--- config.mk ---
export PLATFORM = sky130hd
export DESIGN_NAME = smt_cell
export DESIGN_NICKNAME = d
export VERILOG_FILES = /design/src/hdl/smt_pkg.sv /design/src/hdl/smt_cell.sv
export SDC_FILE = /design/constraint.sdc
export NUM_CORES = 1
export LEC_CHECK = 0
export ABC_AREA = 1
export ABC_CLOCK_PERIOD_IN_PS = 1200
export BUFFER_PORTS_ARGS = -buffer_cell sky130_fd_sc_hd__buf_2
export CAP_MARGIN = 15
export CORE_UTILIZATION = 40
export DETAILED_ROUTE_END_ITERATION = 16
export GPL_TIMING_DRIVEN = 0
export MAX_ROUTING_LAYER = met4
export PLACE_DENSITY = 0.86
export SLEW_MARGIN = 20
export SYNTH_ARGS = -nofsm -noshare
export SYNTH_HDL_FRONTEND = slang
export SYNTH_SLANG_ARGS = --single-unit
export TNS_END_PERCENT = 1
--- constraint.sdc ---
create_clock -name clk_i -period 1.2 [get_ports clk_i]
set_input_delay 0.18 -clock clk_i [delete_from_list [all_inputs] [get_ports clk_i]]
set_output_delay 0.18 -clock clk_i [all_outputs]
set_load 0.02 [all_outputs]
--- src/hdl/smt_pkg.sv ---
// ----------------------------------------------------------------------------
// Set membership table package
// Request codes, the scan token and commit types, and fixed field widths.
// ----------------------------------------------------------------------------
package smt_pkg;

  localparam int REQ_W   = 2;
  localparam int COUNT_W = 7;

  // Code 3 is unused and behaves as a query.
  typedef enum logic [REQ_W-1:0] {
    REQ_ADD    = 2'd0,
    REQ_REMOVE = 2'd1,
    REQ_QUERY  = 2'd2
  } smt_req_e;

  // Control part of the token that walks down the row of cells.
  typedef struct packed {
    logic     vld;
    smt_req_e req;
    logic     found;
    logic     free_found;
  } smt_tok_t;

  // Update that the controller broadcasts to the cells at the end of a scan.
  typedef struct packed {
    logic wr;
    logic clr;
  } smt_cmt_t;

  typedef struct packed {
    logic was_present;
    logic full_reject;
  } smt_res_t;

  typedef enum logic [1:0] {
    ST_IDLE,
    ST_SCAN,
    ST_HOLD
  } smt_state_e;

endpackage

--- src/hdl/smt_cell.sv ---
// ----------------------------------------------------------------------------
// Set membership table cell
// Holds one entry, compares it against the passing token and forwards it.
// ----------------------------------------------------------------------------
module smt_cell #(
  parameter int ELEM_WIDTH = 32,
  parameter int IDX_W      = 6,
  parameter int CELL_IDX   = 0
) (
  input  logic                  clk_i,
  input  logic                  rst_ni,
  input  smt_pkg::smt_tok_t     tok_i,
  input  logic [ELEM_WIDTH-1:0] val_i,
  input  logic [IDX_W-1:0]      free_idx_i,
  input  logic [IDX_W-1:0]      hit_idx_i,
  output smt_pkg::smt_tok_t     tok_o,
  output logic [ELEM_WIDTH-1:0] val_o,
  output logic [IDX_W-1:0]      free_idx_o,
  output logic [IDX_W-1:0]      hit_idx_o,
  input  smt_pkg::smt_cmt_t     cmt_i,
  input  logic [IDX_W-1:0]      cmt_idx_i,
  input  logic [ELEM_WIDTH-1:0] cmt_val_i
);

  localparam logic [IDX_W-1:0] MyIdx = IDX_W'(CELL_IDX);

  logic                  valid_q, valid_d;
  logic [ELEM_WIDTH-1:0] value_q;
  smt_pkg::smt_tok_t     tok_q, tok_d;
  logic [ELEM_WIDTH-1:0] val_q;
  logic [IDX_W-1:0]      free_idx_q, free_idx_d;
  logic [IDX_W-1:0]      hit_idx_q, hit_idx_d;
  logic                  match;
  logic                  sel;

  assign match = valid_q && (value_q == val_i);
  assign sel   = (cmt_idx_i == MyIdx);

  always_comb begin
    tok_d      = tok_i;
    free_idx_d = free_idx_i;
    hit_idx_d  = hit_idx_i;
    if (match) begin
      tok_d.found = 1'b1;
      hit_idx_d   = MyIdx;
    end
    // The first free cell along the row is the lowest free entry.
    if (!tok_i.free_found && !valid_q) begin
      tok_d.free_found = 1'b1;
      free_idx_d       = MyIdx;
    end
  end

  always_comb begin
    valid_d = valid_q;
    if (sel && cmt_i.wr) begin
      valid_d = 1'b1;
    end else if (sel && cmt_i.clr) begin
      valid_d = 1'b0;
    end
  end

  always_ff @(posedge clk_i or negedge rst_ni) begin
    if (!rst_ni) begin
      valid_q <= 1'b0;
      tok_q   <= '0;
    end else begin
      valid_q <= valid_d;
      tok_q   <= tok_d;
    end
  end

  always_ff @(posedge clk_i) begin
    if (sel && cmt_i.wr) begin
      value_q <= cmt_val_i;
    end
    val_q      <= val_i;
    free_idx_q <= free_idx_d;
    hit_idx_q  <= hit_idx_d;
  end

  assign tok_o      = tok_q;
  assign val_o      = val_q;
  assign free_idx_o = free_idx_q;
  assign hit_idx_o  = hit_idx_q;

endmodule

Word-level counts from Yosys, hierarchy flattened
Cells that the tools add are included.

cells by class
  reduce and logical (&&, ||, !) cells = 8
  equal/unequal tests = 1
  multiplexer cells = 4
  $lt $le $gt $ge = 0
  multipliers = 0
  bitwise operators = 0
  $add $sub $neg = 0
  div/mod/pow operators = 0
  shifts and indexed selects = 0

operators with widths
  operator           count
  $eq 32x32->1       1
  $logic_not 6->1    1
  $logic_and 1x1->1  4
  $mux 1             4
  $logic_not 1->1    2
  $reduce_bool 2->1  1

storage, ports and cells
  logic and storage cells = 22
  memory bits (read-only) = 0
  bits in registers = 82
  memory bits (writable) = 0
  memories = 0
  bits of input ports = 91
  output and inout port bits = 49
  latch bits = 0

Logic depth before layout (Yosys ltp)
  depth in word-level cells = 4
  gate-level depth with buffers = 9
  mapped depth without buffers = 9

Least setup slack after synthesis
No wires, ideal clock.

  kind = input port to flip-flop
  start = in cmt_idx_i[3]
  end = reg value_q[0] (enable)
  data required time = 813 ps
  buffers on the path = 0
  slack = -374 ps
  stages on the path = 5
  arrival time = 1187 ps
  cell sequence = nor2_1 -> nand2_1 -> nor3_1 -> nand2_1 -> inv_1

on the way
  longest elaborated chain between the ends = 2

RTL lines
  item                  RTL line        RTL
  from (decl)           smt_cell.sv:21  input logic [IDX_W-1:0] cmt_idx_i,
  $logic_not 6->1       smt_cell.sv:37  assign sel = (cmt_idx_i == MyIdx);
  $logic_and 1x1->1     smt_cell.sv:74  if (sel && cmt_i.wr) begin
  to (signal assigned)  smt_cell.sv:75  value_q <= cmt_val_i;
  to (decl)             smt_cell.sv:28  logic [ELEM_WIDTH-1:0] value_q;

No other way between the ends.
A chain may end at the register's enable or synchronous reset.

Worst setup path in the final report
  start = reg value_q[8]
  end = reg hit_idx_q[5] (netlist: hit_idx_o[5])

on the way
  longest elaborated chain between the ends = 2

RTL lines
  item                  RTL line        RTL
  $eq 32x32->1          smt_cell.sv:36  assign match = valid_q && (value_q == val_i);
  $logic_and 1x1->1     smt_cell.sv:36
  to (signal assigned)  smt_cell.sv:79  hit_idx_q <= hit_idx_d;
  to (decl)             smt_cell.sv:32  logic [IDX_W-1:0] hit_idx_q, hit_idx_d;

No other way between the ends.

==> metrics <==
post-detail-place hpwl 4.09 mm; Startpoint Class flip-flop; met2 GRT Util 0.327; Clock Skews 0.00937 ns; VDD IR max 781 uV; initial antenna violation count 0; TritonRoute pass-1 iters 11; post-synthesis mux area share 0; synthesized instance count 260; Post-synth top cells nand2_1, inv_1, dfxtp_1; Setup violations, final 39; crit path cell chain xnor2_1, nand2_1, nor2_1, nand3_2, nor2_4, nor2_1; R2R depth 6; die extent in x 84.8 um; Final Max Slew Viols 0; Die ar. 0.00720 mm2; register bit total from synthesis 82; CP startpoint value_q[8]; slew at the pin closest to its max-slew limit about 0.72 ns; count leader, synth nand2_1; compound-gate portion of the synthesized area 0.0173; number of synthesized flops with an enable pin 32; Worst-Skew Late Latency 0.33 ns; failing checks DRC, setup timing; Req. time, crit path 1.42 ns; num ports 140; Cell Count, Final, Fillers Out about 540; Inserted Clock Buffers 9; CP peak stage delay 0.39 ns; Worst EP arrival between 1.5 and 2 ns; Port Buffer Count around 140; Detail Route Antenna Nets 0; Crit path top cell by count nor2_1; met3 Use GR 0.0467; initial core utilization 0.423; core area about 0.0065 mm2; Critical R2R Capture hit_idx_o[5]; Synth Area in XOR/XNOR 0.0223; outcome complete, but fails checks; Syn Nets 351; RSZ-0062 raised after global routing true; yosys warns 0; sequential area share after synthesis 0.726; Final Instance Area around 0.0042 mm2; Slew HR 0.521; global-route usage over all layers 0.181; Final nets 548; power per cell area 1290 mW/mm2; Setup crit end hit_idx_o[5]; fraction of the mapped netlist area in adder cells 0; root buffer cell clkbuf_8; post-synthesis average cell area 10.6 um2; post-place instance area 0.00355 mm2; FFs w/ async S/R, synth 0.0732; Seq. cell area around 0.002 mm2; Mapped Area 0.00275 mm2; Worst Hold Class primary input to flip-flop; Fill cells 523; maxcap violations 0; final wirelength 6.22 mm; clock transition at the registers of the reported paths 0.08 ns; number of global-route vias before repair 2,268; Reg2Reg Setup Slack -0.11 ns; via/cell ratio 4.24; drt drc 10; Ant. Diodes 0; Period minus WS final 1.31 ns; Area growth, synth to finish 54.1%; WS Path Type flip-flop to flip-flop; Peak Freq 0.762 GHz; htree depth 3; Die Ht about 85 um; RR Startpoint value_q[8]; global-route wire length before repair 9.65 mm; # clock sinks 82; gpl congestion around 0.76; Clock Tree Buf Depth 2; Final WS setup -0.112 ns; crit-path max FO 6; Yosys top cell by area edfxtp_1; share of cells above drive strength 1 0.366; Pleak 0.00213 uW; CTS tree built; row count 29; CP endpoint kind flip-flop; wire length per cell 11.5 um; Post-Synth Simple-Gate Area 0.162; grt ovf 0; area of the multi-input gates 574 um2; Yosys cell types 18; CP max-delay cell edfxtp_1; main combinational cell family by area after synthesis simple AND/OR/NAND/NOR gates; DR iter-0 viols 56; Area contributors post-synth edfxtp_1, dfxtp_1, nand2_1, inv_1, dfrtp_1; Synth top area share 0.350; Vias 2,284; met1 usage 0.186; largest net degree at the start of global routing 33; Final period util 1.09; GRT busiest layer met2; Placed Cells roughly 480; Final Hold Vio Count 0; main flop type after synthesis dfxtp_1
-- flip-flops by register name, indices dropped and copies added, names as in the netlist --
signal      cells
val_o          32
free_idx_o      6
valid_q         1
hit_idx_o       6
tok_o           5
value_q        32
-- final cells by class --
cell class              instances  share of cell area
clock buffers                  13              0.0376
well taps                      77              0.0228
repair buffers                186               0.282
inverters                      53              0.0479
clock inverters                 3             0.00355
flip-flops and latches         82               0.471
multi-input cells             125               0.136
-- kinds of logic after synthesis --
logic type                count (synthesis)
buffers and inverters                    53
xor gates and xnor gates                  7
and+or+nand+nor                         109
DFF                                      82
AOI/OAI and AO/OA                         9
-- how the worst min path moves through the flow --
stage                  startpoint     endpoint  slack, ns  cells after the start
floorplan                  rst_ni     tok_o[0]      -0.12                      0
global placement           rst_ni     tok_o[2]      0.006                      1
detailed placement         rst_ni     tok_o[2]       0.01                      1
CTS                 cmt_val_i[22]  value_q[22]     0.0003                      1
global route         cmt_val_i[2]   value_q[2]      0.001                      1
finish               cmt_val_i[2]   value_q[2]       0.02                      1
-- cells in the final DEF, fill, tap and decap left out --
master | synthesis | final
xor2_1 | 1 | 1
o21ai_0 | 5 | 5
nor2_2 | 2 | 6
or2_2 | 4 | 4
dfrtp_1 | 6 | 6
clkbuf_8 | 0 | 11
o21bai_1 | 1 | 1
clkinv_2 | 0 | 3
dfxtp_1 | 44 | 44
buf_6 | 0 | 5
and2_1 | 1 | 1
nor2_1 | 33 | 29
nor2_4 | 1 | 1
edfxtp_1 | 32 | 32
buf_2 | 0 | 135
clkbuf_1 | 0 | 2
o21ai_1 | 3 | 3
nor3_2 | 0 | 1
inv_1 | 53 | 52
nand3_1 | 3 | 2
dlygate4sd3_1 | 0 | 46
clkinvlp_4 | 0 | 1
nand3_2 | 1 | 2
nand2_1 | 63 | 63
xnor2_1 | 6 | 6
-- critical path, delay by kind of cell (launching register included) --
| kind | cells | cell delay (ns) |
|---|---|---|
| flops | 1 | 0.39 |
| xor+xnor | 1 | 0.15 |
| simple gates | 5 | 0.65 |
-- metrics by stage --
step | power, uW | util | TNS, ns | hold WS, ns | setup WS [ns]
2_1_floorplan | 3330 | - | -2.04 | -0.116 | -0.0637
3_3_place_gp | 3600 | 0.546 | -12.16 | 0.00605 | -0.364
3_5_place_dp | 3620 | 0.546 | -15.00 | 0.0131 | -0.448
4_1_cts | 5450 | 0.634 | -2.73 | 0.000298 | -0.141
5_1_grt | 5660 | 0.652 | -6.62 | 0.00110 | -0.246
6_report | 5440 | 0.652 | -2.26 | 0.0178 | -0.112
-- layer usage --
layer	up-vias	wire (um)
met4	0	121
met2	84	3420
met3	14	357
met5	-	0
li1	1174	-
met1	1012	2320
-- power by group --
part	total [uW]	switching [uW]	internal [uW]
sequential	3030	27.8	3000
combinational	657	326	331
clock	1760	899	858
total	5440	1250	4190
-- timing repair --
action,in CTS,in global routing
endpoints found under the hold margin,41,10
pin swaps,9,12
setup endpoints to repair,39,39
gates resized for setup,5,5
setup buffers,1,0
hold buffers,36,10
Power figures use the tool's default switching activity.
