[src/hdl/smt_pkg.sv]
// ----------------------------------------------------------------------------
// Set membership table package
// Request codes, the scan token and commit types, and fixed field widths.
// ----------------------------------------------------------------------------
package smt_pkg;

  localparam int REQ_W   = 2;
  localparam int COUNT_W = 7;

  // Code 3 is unused and behaves as a query.
  typedef enum logic [REQ_W-1:0] {
    REQ_ADD    = 2'd0,
    REQ_REMOVE = 2'd1,
    REQ_QUERY  = 2'd2
  } smt_req_e;

  // Control part of the token that walks down the row of cells.
  typedef struct packed {
    logic     vld;
    smt_req_e req;
    logic     found;
    logic     free_found;
  } smt_tok_t;

  // Update that the controller broadcasts to the cells at the end of a scan.
  typedef struct packed {
    logic wr;
    logic clr;
  } smt_cmt_t;

  typedef struct packed {
    logic was_present;
    logic full_reject;
  } smt_res_t;

  typedef enum logic [1:0] {
    ST_IDLE,
    ST_SCAN,
    ST_HOLD
  } smt_state_e;

endpackage

[src/hdl/smt_ctrl.sv]
// ----------------------------------------------------------------------------
// Set membership table controller
// Resolves a finished scan, updates the entries and count, drives the result.
// ----------------------------------------------------------------------------
module smt_ctrl #(
  parameter int ELEM_WIDTH = 32,
  parameter int IDX_W      = 6,
  parameter int CNT_W      = 7
) (
  input  logic                        clk_i,
  input  logic                        rst_ni,
  input  logic                        in_accept_i,
  output logic                        in_ready_o,
  input  smt_pkg::smt_tok_t           tok_i,
  input  logic [ELEM_WIDTH-1:0]       val_i,
  input  logic [IDX_W-1:0]            free_idx_i,
  input  logic [IDX_W-1:0]            hit_idx_i,
  output smt_pkg::smt_cmt_t           cmt_o,
  output logic [IDX_W-1:0]            cmt_idx_o,
  output logic [ELEM_WIDTH-1:0]       cmt_val_o,
  output logic                        out_valid_o,
  input  logic                        out_ready_i,
  output smt_pkg::smt_res_t           out_res_o,
  output logic [smt_pkg::COUNT_W-1:0] out_count_o
);

  localparam int EXT_W = CNT_W + smt_pkg::COUNT_W;

  smt_pkg::smt_state_e         state_q, state_d;
  logic [CNT_W-1:0]            cnt_q, cnt_d;
  logic                        out_valid_q, out_valid_d;
  smt_pkg::smt_res_t           out_res_q, out_res_d;
  logic [smt_pkg::COUNT_W-1:0] out_count_q, out_count_d;
  smt_pkg::smt_res_t           pend_res_q, pend_res_d;
  logic [smt_pkg::COUNT_W-1:0] pend_count_q, pend_count_d;
  smt_pkg::smt_res_t           res;
  logic [EXT_W-1:0]            cnt_ext;
  logic                        out_free;

  assign out_free  = !out_valid_q || out_ready_i;
  assign cnt_ext   = EXT_W'(cnt_d);
  assign cmt_val_o = val_i;

  always_comb begin
    state_d      = state_q;
    cnt_d        = cnt_q;
    out_valid_d  = out_valid_q && !out_ready_i;
    out_res_d    = out_res_q;
    out_count_d  = out_count_q;
    pend_res_d   = pend_res_q;
    pend_count_d = pend_count_q;
    cmt_o        = '0;
    cmt_idx_o    = hit_idx_i;
    in_ready_o   = 1'b0;
    res.was_present = tok_i.found;
    res.full_reject = 1'b0;

    if (tok_i.vld) begin
      case (tok_i.req)
        smt_pkg::REQ_ADD: begin
          if (!tok_i.found) begin
            if (tok_i.free_found) begin
              cmt_o.wr  = 1'b1;
              cmt_idx_o = free_idx_i;
              cnt_d     = cnt_q + CNT_W'(1);
            end else begin
              res.full_reject = 1'b1;
            end
          end
        end
        smt_pkg::REQ_REMOVE: begin
          if (tok_i.found) begin
            cmt_o.clr = 1'b1;
            cnt_d     = cnt_q - CNT_W'(1);
          end
        end
        default: begin
        end
      endcase
    end

    unique case (state_q)
      smt_pkg::ST_IDLE: begin
        in_ready_o = 1'b1;
        if (in_accept_i) begin
          state_d = smt_pkg::ST_SCAN;
        end
      end
      smt_pkg::ST_SCAN: begin
        if (tok_i.vld) begin
          if (out_free) begin
            out_valid_d = 1'b1;
            out_res_d   = res;
            out_count_d = cnt_ext[smt_pkg::COUNT_W-1:0];
            state_d     = smt_pkg::ST_IDLE;
          end else begin
            pend_res_d   = res;
            pend_count_d = cnt_ext[smt_pkg::COUNT_W-1:0];
            state_d      = smt_pkg::ST_HOLD;
          end
        end
      end
      smt_pkg::ST_HOLD: begin
        if (out_free) begin
          out_valid_d = 1'b1;
          out_res_d   = pend_res_q;
          out_count_d = pend_count_q;
          state_d     = smt_pkg::ST_IDLE;
        end
      end
      default: begin
        state_d = smt_pkg::ST_IDLE;
      end
    endcase
  end

  always_ff @(posedge clk_i or negedge rst_ni) begin
    if (!rst_ni) begin
      state_q     <= smt_pkg::ST_IDLE;
      cnt_q       <= '0;
      out_valid_q <= 1'b0;
    end else begin
      state_q     <= state_d;
      cnt_q       <= cnt_d;
      out_valid_q <= out_valid_d;
    end
  end

  always_ff @(posedge clk_i) begin
    out_res_q    <= out_res_d;
    out_count_q  <= out_count_d;
    pend_res_q   <= pend_res_d;
    pend_count_q <= pend_count_d;
  end

  assign out_valid_o = out_valid_q;
  assign out_res_o   = out_res_q;
  assign out_count_o = out_count_q;

endmodule

[config.mk]
export PLATFORM = sky130hd
export DESIGN_NAME = smt_ctrl
export DESIGN_NICKNAME = d
export VERILOG_FILES = /design/src/hdl/smt_pkg.sv /design/src/hdl/smt_ctrl.sv
export SDC_FILE = /design/constraint.sdc
export NUM_CORES = 1
export LEC_CHECK = 0
export BUFFER_PORTS_ARGS = -buffer_cell sky130_fd_sc_hd__buf_2
export CAP_MARGIN = 20
export CORE_MARGIN = 5
export CORE_UTILIZATION = 39
export DETAILED_ROUTE_END_ITERATION = 10
export PLACE_DENSITY = 0.81
export SLEW_MARGIN = 20
export SYNTH_ARGS = -nofsm -noshare
export SYNTH_HDL_FRONTEND = slang
export SYNTH_SLANG_ARGS = --single-unit
[constraint.sdc]
create_clock -name clk_i -period 1.7 [get_ports clk_i]
set_input_delay 0.085 -clock clk_i [delete_from_list [all_inputs] [get_ports clk_i]]
set_output_delay 0.085 -clock clk_i [all_outputs]
set_load 0.05 [all_outputs]
# Word level (Yosys, flattened, before mapping)
# Index checks and enable logic that the tools add are counted.
classes:
  reduce_logical: 10
  n_addsub: 2
  n_bitwise: 1
  mux: 35
  n_eq_ne: 7
ops:
  columns: ["op", "count"]
  rows:
  - ["$mux W7", 7]
  - ["$pmux W7 S2", 2]
  - ["$mux W6", 4]
  - ["$mux W2", 8]
  - ["$mux W1", 11]
  - ["$ne A2 B2 Y1 const B", 4]
  - ["$add A7 B1 Y7 const B", 1]
  - ["$sub A7 B1 Y7 const B", 1]
  - ["$pmux W2 S3", 1]
  - ["$reduce_and A3 Y1", 2]
  - ["$eq A2 B1 Y1 const B", 2]
  - ["$logic_not A2 Y1", 2]
  - ["$pmux W2 S2", 1]
  - ["$reduce_and A4 Y1", 1]
  - ["$eq A2 B2 Y1 const B", 1]
  - ["$logic_not A1 Y1", 2]
  - ["$pmux W1 S2", 1]
  - ["$reduce_bool A2 Y1", 1]
  - ["$logic_and A1 B1 Y1", 1]
  - ["$logic_or A1 B1 Y1", 1]
  - ["$not A1 Y1", 1]
totals:
  input_bits: 53
  word_cells: 64
  output_inout_bits: 51
  reg_bits: 28

# Depth between registers and ports, before layout
logic_depth:
  word_depth: 8
  depth_mapped: 6
  mapped_depth_nobuf: 6

# Worst setup path after synthesis
# OpenSTA, ideal clock, no wires.
synth_path:
  path_kind: "reg2reg"
  from: "register out_valid_q (netlist: out_valid_o)"
  to: "register out_count_q, in the netlist out_count_o[0], enable pin"
  arrival_time_ns: 1.365
  path_stages_with_launch: 4
  setup_slack_ns: -0.002
  path_cell_list: "dfrtp_1 -> nor2b_1 -> a2bb2oi_1 -> and3_1"
synth_via:
  elab_chain_cells: 4
  word_cells_on_any_way: 5
  cone_classes: "eq/ne (2); reduce/logical (3)"
synth_lines:
  columns: ["element", "line_no", "text"]
  rows:
  - ["start: declaration", "smt_ctrl.sv:31", "logic out_valid_q, out_valid_d;"]
  - ["start signal: assignment", "smt_ctrl.sv:125", "out_valid_q <= out_valid_d;"]
  - ["$logic_not A1 Y1 *", "smt_ctrl.sv:40", "assign out_free = !out_valid_q || out_ready_i;"]
  - ["$logic_or A1 B1 Y1 *", "smt_ctrl.sv:40", null]
  - ["$ne A2 B2 Y1 (no line)", null, null]
  - ["$reduce_and A4 Y1 (no line) *", null, null]
  - ["end signal: assignment", "smt_ctrl.sv:131", "out_count_q <= out_count_d;"]
  - ["end: declaration", "smt_ctrl.sv:33", "logic [smt_pkg::COUNT_W-1:0] out_count_q, out_count_d;"]
# Every way passes the cells marked *; elsewhere a longest branch is shown, timed or not.
# A chain may end at the register's enable or synchronous reset.

# Worst setup path in the final report
layout_path:
  from: "register cnt_q[1]"
  to: "register out_count_q, in the netlist out_count_o[6] (data pin)"
layout_via:
  elab_chain_cells: 8
  word_cells_on_any_way: 10
  cone_classes: "add/sub (2); mux (8)"
layout_lines:
  columns: ["element", "line_no", "text"]
  rows:
  - ["start: declaration", "smt_ctrl.sv:30", "logic [CNT_W-1:0] cnt_q, cnt_d;"]
  - ["start signal: assignment", "smt_ctrl.sv:124", "cnt_q <= cnt_d;"]
  - ["$add A7 B1 Y7", "smt_ctrl.sv:65", "cnt_d = cnt_q + CNT_W'(1);"]
  - ["$mux W7", "smt_ctrl.sv:62", "if (tok_i.free_found) begin"]
  - ["$mux W7", "smt_ctrl.sv:61", "if (!tok_i.found) begin"]
  - ["$pmux W7 S2 *", "smt_ctrl.sv:59", "case (tok_i.req)"]
  - ["$mux W7 *", "smt_ctrl.sv:58", "if (tok_i.vld) begin"]
  - ["$mux W7 *", "smt_ctrl.sv:91", "if (out_free) begin"]
  - ["$mux W7 *", "smt_ctrl.sv:90", "if (tok_i.vld) begin"]
  - ["$pmux W7 S2 *", "smt_ctrl.sv:82", "unique case (state_q)"]
  - ["named net out_count_d, one bit", "smt_ctrl.sv:33", null]
# The timed path passes the listed nets; every way through them passes the cells marked *. The select of a mux whose other input is x is not followed.

==> flow_metrics.py <==
metrics = {
    "routing": {
        "dr.pass1.iters": 5,
        "wl_per_cell_um": 15.0,
        "vias": 1203,
        "antenna_left": 0,
        "route.detailed.drc": 0,
        "viasPerCell": 5.10,
        "drt-total-wl_um": 3550,
        "drtIter0Drc": 57,
    },
    "floorplan": {
        "fp-row-count": 24,
        "die_area_um2": 5920,
        "start_util_pct": 40.2,
        "die_h_um": 77.0,
        "coreArea_um2": 4350,
        "pin_count": 104,
        "dieWidth_um": 77.0,
    },
    "place": {
        "place_hpwl_um": 2540,
        "placed_cells": 228,
        "dpl_cell_area_um2": 1820,
        "place.gp.congestion": 0.787,
        "port_buffers": 39,
        "place_ws_ps": -64.1,
    },
    "timing": {
        "tightest_slew_ps": 447,
        "holdWs_ps": 88.6,
        "setup_viol": 1,
        "finalWorstSetupSlack_ps": -15.7,
        "hold_violations": 0,
        "slew_headroom_pct": 69.9,
        "max_freq_ghz": 0.583,
        "maxSlewViolCount": 0,
        "grt_setup_unrepaired": "true",
        "fin_worst_skew_ps": 2.11,
        "period_share_pct": 101,
        "min_period_ps": 1720,
    },
    "yosys": {
        "yosysTopAreaCellShare_pct": 30.9,
        "ys_top_cells_by_area": "edfxtp_1 (31%), dfrtp_1 (14%), buf_4 (14%)",
        "syn_inst": 164,
        "ys_ff_latch": 28,
        "yosysTopAreaCell": "edfxtp_1",
        "yosysMostFrequentCell": "buf_4",
        "ys.flop_type": "edfxtp_1",
        "ys_warn_count": 0,
        "async_flop_share_pct": 35.7,
        "yosys-top-cells-count": "buf_4 (32), edfxtp_1 (18), nand2_1 (11), dfrtp_1 (10), mux2_2 (10)",
        "synth_edf_count": 18,
        "synth_seq_area_share_pct": 45.2,
        "synth.distinct_cells": 41,
        "syn-cell-area_um2": 1750,
        "synth.avg_cell_area_um2": 10.7,
        "syn_nets": 222,
    },
    "final_layout": {
        "finalInstanceArea_um2": 1980,
        "areaGrowthSynthToFinish_pct": 13.1,
        "drive_above_1_share_pct": 46.2,
        "final_util_pct": 45.4,
        "diodes": 0,
        "final_cell_count_no_fill": 236,
        "fill_cells": 393,
        "layout.nets": 243,
    },
    "outcome": {
        "violations": "setup timing",
        "outcome": "complete, but fails checks",
    },
    "global_routing": {
        "grt_usage_pct": 11.6,
        "first_global_vias": 1238,
        "overflow": 0,
        "antenna_found_initial": 0,
        "grt_max_degree": 16,
        "grt_pass1_wl_um": 5580,
    },
    "power_and_ir_drop": {
        "p_comb_share_pct": 48.7,
        "ir_drop_mv": 0.431,
        "intPower_mw": 1.71,
        "seqPwrFrac_pct": 39.7,
        "switching_share_pct": 43.9,
        "p_sw_mw": 1.34,
        "p_leak_nw": 0.835,
        "powerDensity_nw_per_um2": 1540,
        "clkPwrFrac_pct": 11.6,
    },
    "critical_path": {
        "worstPathArrival_ps": 1730,
        "crit_path_max_fanout": 5,
        "worstSetupStartpointType": "flip-flop",
        "end_kind": "flip-flop",
        "reg2reg_depth": 5,
        "cp.required_ps": 1720,
        "criticalPathCategory": "reg2reg",
    },
    "min_path": {
        "whs_path_depth": 3,
        "hold_class": "in2reg",
    },
    "clocking": {
        "cts_tree": "yes",
        "clock_path_buffers": 2,
        "h-tree-depth": 1,
        "numCtsBuffers": 3,
        "cts_sinks": 28,
        "root_buffer": "clkbuf_8",
        "insertion_delay_ps": 270,
        "path_clk_slew_ps": 90,
    },
    "job": {
        "cap_violations": 0,
    },
}
power by group through the flow:
stage	Clock [mW]	Combinational [mW]	Sequential [mW]
floorplan	0	0.820	1.58
global placement	0	1.34	1.18
detailed placement	0	1.37	1.19
CTS	0.369	1.41	1.18
global route	0.395	1.61	1.24
finish	0.356	1.49	1.21
area by class of cell:
cell class,count,area [um^2],area share (%)
Inverter,8,30.0,1.52
Tap cell,52,65.1,3.29
Clock inverter,1,3.75,0.190
Multi-Input combinational cell,92,748,37.8
Sequential cell,28,795,40.2
Timing Repair Buffer,52,295,14.9
Clock buffer,3,41.3,2.09
cells by family after synthesis:
logic type	share of synthesized area [%]
compound gates	8.37
xor+xnor	2.00
fa+ha+maj	3.58
buf+inv	16.8
flops	45.2
mux	7.01
simple gates	17.0
sequential cells by signal (all words and copies together), names as in the netlist:
name and flops:
out_res_o 2, out_count_o 7, pend_count_q 7, pend_res_q 2
cnt_q 7, out_valid_o 1, state_q 2
worst max-delay path: stages (launching register included):
cell and delay (ps):
dfrtp_2 450, ha_2 190, and3_4 170, and4_4 190, o21ai_1 110, or3b_1 360
through the flow:
step	TNS (ps)	power, mW
after floorplan	0	2.40
after global placement	-19.5	2.52
after detailed placement	-123	2.55
after CTS	0	2.96
after global routing	-117	3.24
final	-15.7	3.05
cell usage in the layout, fill, tap and decap left out, drive strengths merged, types with 4 or more instances in the layout:
cell	count
dfrtp	10
nor3	5
edfxtp	18
a21oi	6
mux2	10
nor2	5
and3	4
inv	8
nand2b	4
nand2	11
buf	51
ha	5
o21ai	8
final timing paths:
path | start | end | slack [ps]
max | cnt_q[1] | out_count_o[6] | -20
min | in_accept_i | state_q[0] | 90
max reg2reg | cnt_q[1] | out_count_o[6] | -20
min reg2reg | cnt_q[6] | cnt_q[6] | 540
max in group asynchronous | rst_ni | cnt_q[2] | 1270
min in group asynchronous | rst_ni | out_valid_o | 210
metal layers:
layer	vias up	track usage, %	wire, um
li1	585	-	-
met5	-	0	0
met1	559	13.9	1340
met4	0	5.84	29
met2	55	19.4	1860
met3	4	2.58	327
timing repair:
action,in CTS,in global routing
setup buffers,3,0
pin swaps,2,1
hold endpoints to repair,10,0
gates resized for setup,6,13
hold buffers,1,0
setup endpoints to repair,4,17
Power figures use the tool's default switching activity.
